File: src/rtl/core/assert_macros.svh
// ---------------------------------------------------------------------------
// assert_macros: concurrent assertion macros
// ASSERT_IMPLY checks that cond implies prop. ASSERT_NEVER checks that cond never holds.
// ---------------------------------------------------------------------------
`ifndef ASSERT_MACROS_SVH
`define ASSERT_MACROS_SVH
`ifndef SYNTH
`define ASSERT_IMPLY(lbl, clk, rst_n, cond, prop) \
	lbl: assert property (@(posedge clk) disable iff (!rst_n) (cond) |-> (prop)) \
		else $error("implication check failed");
`define ASSERT_NEVER(lbl, clk, rst_n, cond) \
	lbl: assert property (@(posedge clk) disable iff (!rst_n) !(cond)) \
		else $error("forbidden condition seen");
`else
`define ASSERT_IMPLY(lbl, clk, rst_n, cond, prop)
`define ASSERT_NEVER(lbl, clk, rst_n, cond)
`endif
`endif

File: src/rtl/core/kes_pkg.sv
// ---------------------------------------------------------------------------
// kes_pkg: shared types and constants of the Kepler equation solver
// Holds the fixed-point constants, the CORDIC arctangent table, the gain
// correction, the command struct from the controller to the datapath
// and the status struct into the controller.
// ---------------------------------------------------------------------------
`default_nettype none
package kes_pkg;
	localparam int FRAC_BITS = 28;
	localparam int AW        = 31;   // angle field width
	localparam int EW        = 28;   // eccentricity width
	localparam int TOLW      = 16;
	localparam int LIMW      = 7;
	localparam int IW        = 34;   // signed internal width
	localparam int DW        = 30;   // divisor width
	localparam int QW        = 2 * FRAC_BITS + 4;
	localparam int CW        = 6;    // step counter width
	localparam int XW        = 5;    // CORDIC index width
	localparam int GW        = 29;   // gain correction width
	localparam int MAX_STEPS = 64;

	localparam logic [63:0] PI_Q60 = 64'd3622009729038561421;
	localparam logic [AW-1:0] PI_Q = AW'((PI_Q60 + (64'd1 << (59 - FRAC_BITS)))
		>> (60 - FRAC_BITS));
	localparam logic [AW-1:0] TWO_PI_Q = AW'((PI_Q60 + (64'd1 << (58 - FRAC_BITS)))
		>> (59 - FRAC_BITS));
	localparam logic [AW-1:0] HALF_PI_Q = AW'((PI_Q60 + (64'd1 << (60 - FRAC_BITS)))
		>> (61 - FRAC_BITS));
	localparam logic [32:0] QCAP = 33'd1 << (FRAC_BITS + 4);

	localparam logic [1:0] REG_TOL = 2'd0;
	localparam logic [1:0] REG_LIM = 2'd1;
	localparam logic [1:0] REG_THR = 2'd2;

	typedef logic signed [IW-1:0] atan_tab_t [0:FRAC_BITS];

	typedef struct packed {
		logic            load;
		logic            mul;
		logic            cinit;
		logic            cstep;
		logic            prep;
		logic            dstep;
		logic            upd;
		logic [XW-1:0]   cidx;
	} kes_cmd_t;

	typedef struct packed {
		logic conv;
		logic out_free;
	} kes_stat_t;

	// shift-subtract quotient, elaboration use only
	function automatic logic [63:0] udiv64(input logic [63:0] n, input logic [63:0] d);
		logic [64:0] r;
		logic [63:0] q;
		r = '0;
		q = '0;
		for (int b = 63; b >= 0; b--) begin
			r = {r[63:0], n[b]};
			q = q << 1;
			if (r >= {1'b0, d}) begin
				r = r - {1'b0, d};
				q[0] = 1'b1;
			end
		end
		return q;
	endfunction

	function automatic atan_tab_t build_atan();
		atan_tab_t t;
		logic [63:0] v;
		logic [63:0] term;
		int e;
		for (int i = 0; i <= FRAC_BITS; i++) begin
			if (i == 0) begin
				v = PI_Q60;
			end else begin
				v = '0;
				for (int k = 0; k < 32; k++) begin
					e = 62 - i * (2 * k + 1);
					if (e >= 0) begin
						term = udiv64(64'd1 << e, 64'(2 * k + 1));
						if (k % 2 == 1) v = v - term;
						else v = v + term;
					end
				end
			end
			t[i] = IW'((v + (64'd1 << (61 - FRAC_BITS))) >> (62 - FRAC_BITS));
		end
		return t;
	endfunction

	function automatic logic [GW-1:0] build_gain();
		logic signed [63:0] x;
		logic signed [63:0] y;
		logic signed [63:0] xs;
		logic signed [63:0] ys;
		logic [63:0] g;
		x = 64'sd1 << FRAC_BITS;
		y = '0;
		for (int i = 0; i <= FRAC_BITS; i++) begin
			xs = x >>> i;
			ys = y >>> i;
			if (y >= 0) begin
				x = x + ys;
				y = y - xs;
			end else begin
				x = x - ys;
				y = y + xs;
			end
		end
		g = udiv64(64'd1 << (2 * FRAC_BITS), x);
		return GW'(g);
	endfunction

	localparam atan_tab_t ATAN_TAB = build_atan();
	localparam logic [GW-1:0] GAIN_COMP = build_gain();
endpackage
`default_nettype wire

File: src/rtl/core/kepler_equation_solver.sv
// ---------------------------------------------------------------------------
// kepler_equation_solver: Newton-Raphson solver for E - e*sin(E) = M
// Unsigned Q3.28 angles, Q0.28 eccentricity; CORDIC sine and cosine,
// bit-serial step division, iterate saturated to [0, two pi].
// ---------------------------------------------------------------------------
// channel  direction  handshake              payload
// in       sink       in_valid / in_ready    mean_anomaly, eccentricity
// out      source     out_valid / out_ready  eccentric_anomaly, status, iterations_used
// cfg      sink       cfg_valid / cfg_ready  cfg_index, cfg_data
//
// A request runs Newton steps up to the iteration limit; in each step
// 29 CORDIC micro-rotations and 60 divider bit steps dominate the work;
// ready returns when the result is stored in the output register.
// One request is in flight at a time; the next is taken once the result
// sits in the output register. Configuration is always ready.
// Reset: tolerance 1, limit 32, threshold 0.8 in Q0.28.
// ---------------------------------------------------------------------------
`default_nettype none
`include "assert_macros.svh"
module kepler_equation_solver
	import kes_pkg::*;
(
	input  wire logic          clk,
	input  wire logic          arst_n,
	input  wire logic          in_valid,
	output logic               in_ready,
	input  wire logic [AW-1:0] mean_anomaly,
	input  wire logic [EW-1:0] eccentricity,
	output logic               out_valid,
	input  wire logic          out_ready,
	output logic [AW-1:0]      eccentric_anomaly,
	output logic               status,
	output logic [LIMW-1:0]    iterations_used,
	input  wire logic          cfg_valid,
	output logic               cfg_ready,
	input  wire logic [1:0]    cfg_index,
	input  wire logic [EW-1:0] cfg_data
);
	logic [TOLW-1:0] tol_q;
	logic [LIMW-1:0] lim_q;
	logic [EW-1:0]   thr_q;
	kes_cmd_t        cmd;
	kes_stat_t       stat;
	logic            emit, conv;
	logic [AW-1:0]   ang;
	logic [LIMW-1:0] iters;
	logic            ov_q;
	logic [AW-1:0]   ecc_q;
	logic            st_q;
	logic [LIMW-1:0] it_q;

	assign cfg_ready = 1'b1;

	always_ff @(posedge clk or negedge arst_n) begin
		if (!arst_n) begin
			tol_q <= TOLW'(1);
			lim_q <= LIMW'(32);
			thr_q <= EW'(214748365);
		end else if (cfg_valid) begin
			case (cfg_index)
				REG_TOL: tol_q <= cfg_data[TOLW-1:0];
				REG_LIM: lim_q <= cfg_data[LIMW-1:0];
				REG_THR: thr_q <= cfg_data;
				default: ;
			endcase
		end
	end

	assign stat.conv     = conv;
	assign stat.out_free = !ov_q || out_ready;

	kes_ctrl u_ctrl (
		.clk             (clk),
		.arst_n          (arst_n),
		.in_valid        (in_valid),
		.in_ready        (in_ready),
		.iteration_limit (lim_q),
		.stat            (stat),
		.cmd             (cmd),
		.emit            (emit),
		.iters           (iters)
	);

	kes_dp u_dp (
		.clk                (clk),
		.cmd                (cmd),
		.mean_anomaly       (mean_anomaly),
		.eccentricity       (eccentricity),
		.high_ecc_threshold (thr_q),
		.step_tolerance     (tol_q),
		.ang                (ang),
		.conv               (conv)
	);

	always_ff @(posedge clk or negedge arst_n) begin
		if (!arst_n) begin
			ov_q <= 1'b0;
		end else if (emit) begin
			ov_q <= 1'b1;
		end else if (out_ready) begin
			ov_q <= 1'b0;
		end
	end

	always_ff @(posedge clk) begin
		if (emit) begin
			ecc_q <= ang;
			st_q  <= !conv;
			it_q  <= iters;
		end
	end

	assign out_valid         = ov_q;
	assign eccentric_anomaly = ecc_q;
	assign status            = st_q;
	assign iterations_used   = it_q;

	`ASSERT_IMPLY(a_ecc_range, clk, arst_n, out_valid, eccentric_anomaly <= TWO_PI_Q)
	`ASSERT_IMPLY(a_iter_range, clk, arst_n, out_valid,
		iterations_used != '0 && iterations_used <= LIMW'(MAX_STEPS))
	`ASSERT_NEVER(a_emit_busy, clk, arst_n, emit && ov_q && !out_ready)
	`ASSERT_IMPLY(a_conv_early, clk, arst_n, out_valid && !status,
		iterations_used <= lim_q || lim_q == '0 || lim_q > LIMW'(MAX_STEPS))
endmodule
`default_nettype wire

File: src/rtl/core/kes_ctrl.sv
// ---------------------------------------------------------------------------
// kes_ctrl: solver sequencer
// Steps each request through gain scaling, the CORDIC rotation, the step
// division and the iterate update, and counts Newton steps to the limit.
// ---------------------------------------------------------------------------
`default_nettype none
module kes_ctrl
	import kes_pkg::*;
(
	input  wire logic            clk,
	input  wire logic            arst_n,
	input  wire logic            in_valid,
	output logic                 in_ready,
	input  wire logic [LIMW-1:0] iteration_limit,
	input  wire kes_stat_t       stat,
	output kes_cmd_t             cmd,
	output logic                 emit,
	output logic [LIMW-1:0]      iters
);
	localparam logic [2:0] S_IDLE  = 3'd0;
	localparam logic [2:0] S_MUL   = 3'd1;
	localparam logic [2:0] S_CINIT = 3'd2;
	localparam logic [2:0] S_CORD  = 3'd3;
	localparam logic [2:0] S_PREP  = 3'd4;
	localparam logic [2:0] S_DIV   = 3'd5;
	localparam logic [2:0] S_UPD   = 3'd6;
	localparam logic [2:0] S_FIN   = 3'd7;
	localparam logic [CW-1:0] CORD_LAST = CW'(FRAC_BITS);
	localparam logic [CW-1:0] DIV_LAST  = CW'(QW - 1);

	logic [2:0]      state_q, state_d;
	logic [CW-1:0]   cnt_q, cnt_d;
	logic [LIMW-1:0] iter_q, iter_d;
	logic [LIMW-1:0] lim;
	logic            chk_q, chk_d;

	always_comb begin
		if (iteration_limit == '0) lim = LIMW'(1);
		else if (iteration_limit > LIMW'(MAX_STEPS)) lim = LIMW'(MAX_STEPS);
		else lim = iteration_limit;
	end

	always_comb begin
		state_d  = state_q;
		cnt_d    = cnt_q;
		iter_d   = iter_q;
		chk_d    = 1'b0;
		cmd      = '0;
		cmd.cidx = cnt_q[XW-1:0];
		emit     = 1'b0;
		in_ready = (state_q == S_IDLE);
		case (state_q)
			S_IDLE: begin
				if (in_valid) begin
					cmd.load = 1'b1;
					iter_d   = '0;
					state_d  = S_MUL;
				end
			end
			S_MUL: begin
				cmd.mul = 1'b1;
				state_d = S_CINIT;
			end
			S_CINIT: begin
				// after an update, decide first whether to stop
				if (chk_q && (stat.conv || iter_q == lim)) begin
					state_d = S_FIN;
				end else begin
					cmd.cinit = 1'b1;
					cnt_d     = '0;
					state_d   = S_CORD;
				end
			end
			S_CORD: begin
				cmd.cstep = 1'b1;
				if (cnt_q == CORD_LAST) begin
					state_d = S_PREP;
				end else begin
					cnt_d = cnt_q + 1'b1;
				end
			end
			S_PREP: begin
				cmd.prep = 1'b1;
				cnt_d    = '0;
				state_d  = S_DIV;
			end
			S_DIV: begin
				cmd.dstep = 1'b1;
				if (cnt_q == DIV_LAST) begin
					state_d = S_UPD;
				end else begin
					cnt_d = cnt_q + 1'b1;
				end
			end
			S_UPD: begin
				cmd.upd = 1'b1;
				iter_d  = iter_q + 1'b1;
				chk_d   = 1'b1;
				state_d = S_CINIT;
			end
			S_FIN: begin
				// hold until the output register is free
				if (stat.out_free) begin
					emit    = 1'b1;
					state_d = S_IDLE;
				end
			end
			default: state_d = S_IDLE;
		endcase
	end

	always_ff @(posedge clk or negedge arst_n) begin
		if (!arst_n) begin
			state_q <= S_IDLE;
			cnt_q   <= '0;
			iter_q  <= '0;
			chk_q   <= 1'b0;
		end else begin
			state_q <= state_d;
			cnt_q   <= cnt_d;
			iter_q  <= iter_d;
			chk_q   <= chk_d;
		end
	end

	assign iters = iter_q;
endmodule
`default_nettype wire

File: src/rtl/core/kes_dp.sv
// ---------------------------------------------------------------------------
// kes_dp: solver datapath
// Iterate register, rotation-mode CORDIC (one micro-rotation a cycle),
// restoring divider (one quotient bit a cycle) and the saturating update.
// ---------------------------------------------------------------------------
`default_nettype none
module kes_dp
	import kes_pkg::*;
(
	input  wire logic            clk,
	input  wire kes_cmd_t        cmd,
	input  wire logic [AW-1:0]   mean_anomaly,
	input  wire logic [EW-1:0]   eccentricity,
	input  wire logic [EW-1:0]   high_ecc_threshold,
	input  wire logic [TOLW-1:0] step_tolerance,
	output logic [AW-1:0]        ang,
	output logic                 conv
);
	logic [AW-1:0]          m_q, ang_q;
	logic [EW-1:0]          e_q, mag_q;
	logic signed [IW-1:0]   x_q, y_q, z_q;
	logic                   neg_q, fneg_q, conv_q;
	logic [QW-1:0]          a_sh_q, quo_q;
	logic [DW-1:0]          d_q, rem_q;

	logic [AW-1:0]          m_min;
	logic [EW+GW-1:0]       prod;
	logic signed [IW-1:0]   z0, z1, xs, ys, ec, es, f, fp;
	logic                   neg1;
	logic [31:0]            af;
	logic [DW:0]            rem_n;
	logic                   ge;
	logic [32:0]            qs;
	logic signed [35:0]     stp, nxt, dif;
	logic [AW-1:0]          nxt_c;

	assign m_min = (mean_anomaly > TWO_PI_Q) ? TWO_PI_Q : mean_anomaly;
	assign prod  = e_q * GAIN_COMP;

	// fold the angle into [-pi/2, pi/2]
	always_comb begin
		z0 = IW'(ang_q);
		if (ang_q > PI_Q) z0 = IW'(ang_q) - IW'(TWO_PI_Q);
		z1   = z0;
		neg1 = 1'b0;
		if (z0 > $signed(IW'(HALF_PI_Q))) begin
			z1   = z0 - IW'(PI_Q);
			neg1 = 1'b1;
		end else if (z0 < -$signed(IW'(HALF_PI_Q))) begin
			z1   = z0 + IW'(PI_Q);
			neg1 = 1'b1;
		end
	end

	assign xs = x_q >>> cmd.cidx;
	assign ys = y_q >>> cmd.cidx;

	always_comb begin
		ec = neg_q ? -x_q : x_q;
		es = neg_q ? -y_q : y_q;
		f  = IW'(ang_q) - es - IW'(m_q);
		fp = (IW'(1) <<< FRAC_BITS) - ec;
		if (fp < IW'(1)) fp = IW'(1);
		af = (f < 0) ? 32'(-f) : 32'(f);
	end

	assign rem_n = {rem_q, a_sh_q[QW-1]};
	assign ge    = rem_n >= {1'b0, d_q};

	always_comb begin
		qs    = (quo_q > QW'(QCAP)) ? QCAP : quo_q[32:0];
		stp   = fneg_q ? -36'(qs) : 36'(qs);
		nxt   = 36'(ang_q) - stp;
		nxt_c = nxt[AW-1:0];
		if (nxt < 0) nxt_c = '0;
		else if (nxt > 36'(TWO_PI_Q)) nxt_c = TWO_PI_Q;
		dif   = (36'(nxt_c) > 36'(ang_q)) ? 36'(nxt_c) - 36'(ang_q)
			: 36'(ang_q) - 36'(nxt_c);
	end

	always_ff @(posedge clk) begin
		if (cmd.load) begin
			m_q   <= m_min;
			e_q   <= eccentricity;
			ang_q <= (eccentricity > high_ecc_threshold) ? PI_Q : m_min;
		end
		if (cmd.mul) begin
			mag_q <= EW'((prod + (EW+GW)'(1 << (FRAC_BITS - 1))) >> FRAC_BITS);
		end
		if (cmd.cinit) begin
			x_q   <= IW'(mag_q);
			y_q   <= '0;
			z_q   <= z1;
			neg_q <= neg1;
		end
		if (cmd.cstep) begin
			if (z_q >= 0) begin
				x_q <= x_q - ys;
				y_q <= y_q + xs;
				z_q <= z_q - ATAN_TAB[cmd.cidx];
			end else begin
				x_q <= x_q + ys;
				y_q <= y_q - xs;
				z_q <= z_q + ATAN_TAB[cmd.cidx];
			end
		end
		if (cmd.prep) begin
			a_sh_q <= {af, FRAC_BITS'(0)};
			d_q    <= fp[DW-1:0];
			fneg_q <= (f < 0);
			rem_q  <= '0;
			quo_q  <= '0;
		end
		if (cmd.dstep) begin
			rem_q  <= ge ? DW'(rem_n - {1'b0, d_q}) : rem_n[DW-1:0];
			quo_q  <= {quo_q[QW-2:0], ge};
			a_sh_q <= a_sh_q << 1;
		end
		if (cmd.upd) begin
			ang_q  <= nxt_c;
			conv_q <= dif < 36'(step_tolerance);
		end
	end

	assign ang  = ang_q;
	assign conv = conv_q;
endmodule
`default_nettype wire

File: config.mk
export PLATFORM = sky130hd
export DESIGN_NAME = kepler_equation_solver
export DESIGN_NICKNAME = d
export VERILOG_FILES = /design/src/rtl/core/kes_pkg.sv /design/src/rtl/core/kepler_equation_solver.sv /design/src/rtl/core/kes_ctrl.sv /design/src/rtl/core/kes_dp.sv
export VERILOG_INCLUDE_DIRS = /design/src /design/src/rtl/core
export SDC_FILE = /design/constraint.sdc
export NUM_CORES = 2
export LEC_CHECK = 0
export BUFFER_PORTS_ARGS = -buffer_cell sky130_fd_sc_hd__buf_2
export CAP_MARGIN = 20
export CORE_UTILIZATION = 65
export CTS_CLUSTER_SIZE = 20
export DETAILED_ROUTE_END_ITERATION = 8
export PLACE_DENSITY = 0.82
export RECOVER_POWER = 50
export SLEW_MARGIN = 20
export SYNTH_ARGS = -nofsm -noshare
export SYNTH_HDL_FRONTEND = slang
export SYNTH_HIERARCHICAL = 1
export SYNTH_SLANG_ARGS = --single-unit
File: constraint.sdc
create_clock -name clk -period 24.9 [get_ports clk]
set_input_delay 3.735 -clock clk [delete_from_list [all_inputs] [get_ports clk]]
set_output_delay 3.735 -clock clk [all_outputs]
set_load 0.01 [all_outputs]
* Word level (Yosys, flattened, before mapping)
Memory sizes are Yosys's and may differ from the RTL's. Cells that the tools add are included.
Operators by class: equal/unequal tests 19, $add $sub $neg 23, multiply operators 1, reductions and logical operators 21, $lt $le $gt $ge 16, bitwise logic cells 1, shift-type cells 2, multiplexer cells 61
Operators with widths (count):
- 34-bit two-way mux | 16
- 60-bit two-way mux | 4
- 31-bit two-way mux | 6
- 34-bit adder | 3
- 34-bit subtractor | 3
- 30-bit two-way mux | 3
- 36-bit two-way mux | 2
- 34-bit negator | 2
- 34-bit by 5-bit >>> shifter with 34-bit output | 2
- 31-bit by 31-bit subtractor with 32-bit output | 2
- 60-bit by 33-bit > comparator with 1-bit output (second input constant) | 1
- 56-bit by 28-bit adder with 56-bit output (second input constant) | 1
- 28-bit by 28-bit multiplier with 56-bit output (second input constant) | 1
- 36-bit by 31-bit > comparator with 1-bit output (second input constant) | 1
- 36-bit by 1-bit < comparator with 1-bit output (second input constant) | 1
- 36-bit by 16-bit < comparator with 1-bit output | 1
- 33-bit negator with 36-bit output | 1
- 31-bit by 36-bit subtractor with 36-bit output | 1
- 34-bit by 30-bit adder with 34-bit output (second input constant) | 1
- 34-bit by 1-bit greater-or-equal comparator with 1-bit output (second input constant) | 1
- 34-bit by 30-bit > comparator with 1-bit output (second input constant) | 1
- 34-bit by 1-bit < comparator with 1-bit output (second input constant) | 1
- 34-bit by 2-bit < comparator with 1-bit output (second input constant) | 1
- 34-bit by 30-bit < comparator with 1-bit output (second input constant) | 1
- other kinds (47) | 87
Storage, ports and cells: memory bits (read-only) 1088, register bits 483, input bits 94, memories kept 1, output and inout bits 42
Memories:
- (no name shown) | words 32, width 34, read ports 1, clocked after memory_dff 0, wr ports 0, line kes_dp.sv:100 | z_q <= z_q - ATAN_TAB[cmd.cidx];

* Logic depth before layout (Yosys ltp)
depth in word-level cells 11, gate-level depth with buffers 56

* Cells and area by module
Netlist, hierarchy kept.
By module, submodules not included:
- kes_dp | instances 1, cells each 6654, area an instance 58853.9 um^2, sequential area each 11260.8 um^2
- kepler_equation_solver | instances 1, cells each 154, area an instance 3178.0 um^2, sequential area each 2493.6 um^2
- kes_ctrl | instances 1, cells each 144, area an instance 1242.4 um^2, sequential area each 425.4 um^2

* Least setup slack after synthesis
OpenSTA, ideal clock, no wires.
kind flip-flop to flip-flop, from register u_dp.quo_q[8], to register u_dp.conv_q, in the netlist u_dp/conv, data pin, setup time 176 ps, slack 12544 ps, stages on the path, launching flop included 56, buffers on the path 8, arrival time 12180 ps, data required time 24724 ps, path through edfxtp_1 > or3_1 > nor4_2 > nand4_1 > or3b_2 > or3_1 > a21oi_1 > clkbuf_1 > clkbuf_1 > nand2_1 > ha_1 > clkbuf_1 > nor2b_1 > clkbuf_1 > nor2_1 > a311o_1 > ha_1 > a211oi_1 > [... 20 more ...] > buf_1 > nand2_1 > clkbuf_1 > mux2_2 > ha_1 > a21boi_0 > o21a_1 > o21a_1 > o21a_1 > o21ai_0 > a21oi_1 > o21ai_0 > a21oi_1 > a41oi_1 > o2111ai_1 > a2111oi_0 > nand4_1 > nor4_1
Between the ends: word-level cells in the longest chain between the ends 11
RTL lines:
- start: declaration | line kes_dp.sv:23 | logic [QW-1:0] a_sh_q, quo_q;
- start signal: assignment | line kes_dp.sv:116 | quo_q <= {quo_q[QW-2:0], ge};
- 60-bit by 33-bit > comparator with 1-bit output | line kes_dp.sv:71 | qs = (quo_q > QW'(QCAP)) ? QCAP : quo_q[32:0];
- 33-bit two-way mux * | line kes_dp.sv:71
- 33-bit negator with 36-bit output | line kes_dp.sv:72 | stp = fneg_q ? -36'(qs) : 36'(qs);
- 36-bit two-way mux * | line kes_dp.sv:72
- 31-bit by 36-bit subtractor with 36-bit output * | line kes_dp.sv:73 | nxt = 36'(ang_q) - stp;
- 36-bit by 31-bit > comparator with 1-bit output | line kes_dp.sv:76 | else if (nxt > 36'(TWO_PI_Q)) nxt_c = TWO_PI_Q;
- 31-bit two-way mux | line kes_dp.sv:76
- 31-bit two-way mux * | line kes_dp.sv:75 | if (nxt < 0) nxt_c = '0;
- 31-bit by 31-bit subtractor with 32-bit output, or another cell as far along | line kes_dp.sv:78 | : 36'(ang_q) - 36'(nxt_c);
- 36-bit two-way mux * | line kes_dp.sv:77 | dif = (36'(nxt_c) > 36'(ang_q)) ? 36'(nxt_c) - 36'(ang_q)
- 36-bit by 16-bit < comparator with 1-bit output * | line kes_dp.sv:121 | conv_q <= dif < 36'(step_tolerance);
- end signal: assignment | line kes_dp.sv:121
- end: declaration | line kes_dp.sv:22 | logic neg_q, fneg_q, conv_q;
Every way passes the cells marked *; elsewhere a longest branch is shown, timed or not. A chain may end at the register's enable or synchronous reset.

* Worst setup path after layout
from register u_dp.quo_q[2], to register u_dp.conv_q, in the netlist u_dp/conv, data pin
The elaborated chain is that of the path after synthesis.

==> results.cfg <==
[status]
status = complete, but fails checks
violations = design-rule violations, max-capacitance violations, max-slew violations

[sta]
period_share = 0.5996
finClkSkew_ps = 80.67
period_minus_slack_ps = 14930
worst_slew_pin_slew_ps = 5200
relSlewSlack = -2.466
max_clock_freq_mhz = 66.98
finalHoldViolCount = 0
holdWs_ps = 513.0
grt_setup_unrepaired = false
fin_setup_tns_ps = 0
finalSetupViolCount = 0
slew_violations = 673

[power]
p_per_area_nw_per_um2 = 29.11
vdd_drop_max_v = 0.00006022
power.leakage_nw = 29.22
power.share.clock = 0.480
pwr-share-comb = 0.056
swShare = 0.2417
pwr-share-seq = 0.463
p_int_mw = 1.476
p_sw_mw = 0.4704

[yosys]
synthArstFlopShare = 0.1429
netlist_instances = 6952
synth_edf_count = 414
synth_largest_area_cell = edfxtp_1
post_synth.cell_area_avg_sq_um = 9.102
ys_seq_elements = 483
synth_top_cells_by_count = inv_1 (885), ha_1 (648), nand2_1 (497), nor2_1 (457), fa_1 (436)
yosysTopAreaCellShare = 0.1965
syn_nets = 8130
yosysMostFrequentCell = inv_1
netlist_area_sq_um = 63270
synth.top_cells.by_area = edfxtp_1 (20%), fa_1 (14%), ha_1 (13%)
ys_seq_area_frac = 0.2241
ys_warn_count = 6
ys.flop_type = edfxtp_1
ys_types = 107

[final_layout]
fin_util = 0.6924
num-fill-cells = 7614
layout.nets = 8117
drive_gt1_frac = 0.08271
syn_to_final_growth_pct = 5.675

[setup_path]
endpoint_kind = flip-flop
critPathLaunch = u_dp/quo_q[2]
slowest_delay_ps = 740
cp_slowest_cell = nor2b_1
reg2reg_from = u_dp/quo_q[2]
cp_max_fo = 29
cp.arrival_ps = 15430
critical_path_class = flip-flop to flip-flop
cp-start-kind = flip-flop
worstPathRequired_ps = 25400

[global_routing]
grt_overflow_total = 0
grt_max_degree = 114
grt_pass1_vias = 53110
grt_usage = 0.4139
antenna_found_initial = 8
grt_pass1_wl_um = 312200

[place]
dp_hpwl_um = 162000
gp_congestion = 1.035
numPortBuffers = 134

[clock_tree]
numCtsBuffers = 58
cts_sinks = 483
max-clock-path-buffers = 3
cts_hold_buffers = 0
post_cts_buffers = 0
cts.repair.resized = 0
tritoncts = done
path_clk_slew_ps = 70
clock-root-buffer = clkbuf_16
worstSkewPairLatency_ps = 730
htree_levels = 2

[die]
chipWidth_um = 314
num_rows = 114
initial_utilization = 0.6553
io_pins = 136
die-area_sq_um = 98600
core_region_area_sq_um = 96570
dieHeight_um = 314

[hold_path]
hp-class = flip-flop to flip-flop
hold_start = thr_q[12]

[drt]
vias = 54380
drc = 1
routed_wl_um = 206300
drt_pass1_iterations = 9
wire_per_inst_um = 24.96
via_per_inst = 6.578
dr.first_iter.drc_count = 6264
ant_nets = 0

[flow_run]
maxCapViolCount = 13
## per-stage QoR
stage	power (mW)	area [sq um]	worst slack (ps)	cells
after floorplan	0.9778	63270	12540	6952
after global placement	1.019	64930	10440	8154
after detailed placement	1.023	64930	10310	8154
after CTS	1.950	67000	10250	8263
after global routing	1.991	66860	8706	8266
final	1.946	66870	9971	8267
## power by group through the flow
stage / combinational (mW) / sequential, mW / clock, mW
finish: 0.110 / 0.902 / 0.935
global route: 0.117 / 0.903 / 0.971
global placement: 0.102 / 0.917 / 0
CTS: 0.108 / 0.902 / 0.941
detailed placement: 0.105 / 0.918 / 0
floorplan: 0.0637 / 0.914 / 0
## layout make-up
type | count | area, sq um | share of cell area
Clock buffer | 67 | 1516 | 0.02268
Sequential cell | 483 | 14190 | 0.2122
Antenna cell | 3 | 7.507 | 0.0001123
Inverter | 892 | 3348 | 0.05007
Clock inverter | 42 | 550.5 | 0.008233
Tap cell | 1276 | 1597 | 0.02388
Timing Repair Buffer | 212 | 1121 | 0.01677
Multi-Input combinational cell | 5292 | 44540 | 0.6661
## layer usage
metal | wire, um | global-route usage
met5 | 40 | 0
met1 | 80300 | 0.5290
met3 | 19360 | 0.08353
met4 | 13310 | 0.2268
met2 | 93300 | 0.6603
## worst max-delay path: cells and delay by family, from the launching register on
family	cells	cell delay, ps
AOI/OAI and AO/OA	28	6640
and+or+nand+nor	11	4860
muxes	1	510
DFF	1	490
buffers and inverters	4	830
adders and majority gates	4	1380
## state kept, by name (all words and copies together) (netlist names), 31 cells and up
signal and cells:
u_dp/quo_q 60, u_dp/x_q 34, u_dp/y_q 34, u_dp/z_q 34, u_dp/a_sh_q 32, eccentric_anomaly 31, u_dp/ang 31, u_dp/m_q 31
## placed cells by master, fill, tap and decap left out, types with 70 or more instances in the layout
cell,synthesis,final
buf_2,42,101
nand3_1,120,120
nand2b_1,81,82
a21o_1,145,145
a211oi_1,73,73
mux4_2,70,70
mux2i_1,92,92
inv_1,885,882
nand2_1,497,497
edfxtp_1,414,414
nor2_1,457,454
a21oi_1,401,399
nor2b_1,90,90
nor3_1,94,94
ha_1,648,648
fa_1,436,436
o21ai_0,373,376
xor2_1,162,162
mux2_2,104,103
xnor2_1,326,325
## cell families after synthesis
family	count (synthesis)	synth area share
other	1	0.00005927
buffers and inverters	1177	0.07251
flip-flops	483	0.2241
adder cells (fa/ha/maj)	1084	0.2661
AO/OA/AOI/OAI	1628	0.1675
multiplexers	268	0.05845
XOR/XNOR	490	0.06816
AND/OR/NAND/NOR	1821	0.1431
## final timing paths
check / endpoint / slack (ps) / depth (start not counted)
min in group asynchronous: tol_q[14] / 4470 / 1
max in group asynchronous: u_ctrl/cnt_q[0] / 17580 / 1
max: u_dp/conv / 9970 / 48
min: thr_q[12] / 510 / 1
max reg2reg: u_dp/conv / 9970 / 48
min reg2reg: thr_q[12] / 510 / 1
No activity file was read; power rests on OpenSTA's default activity.
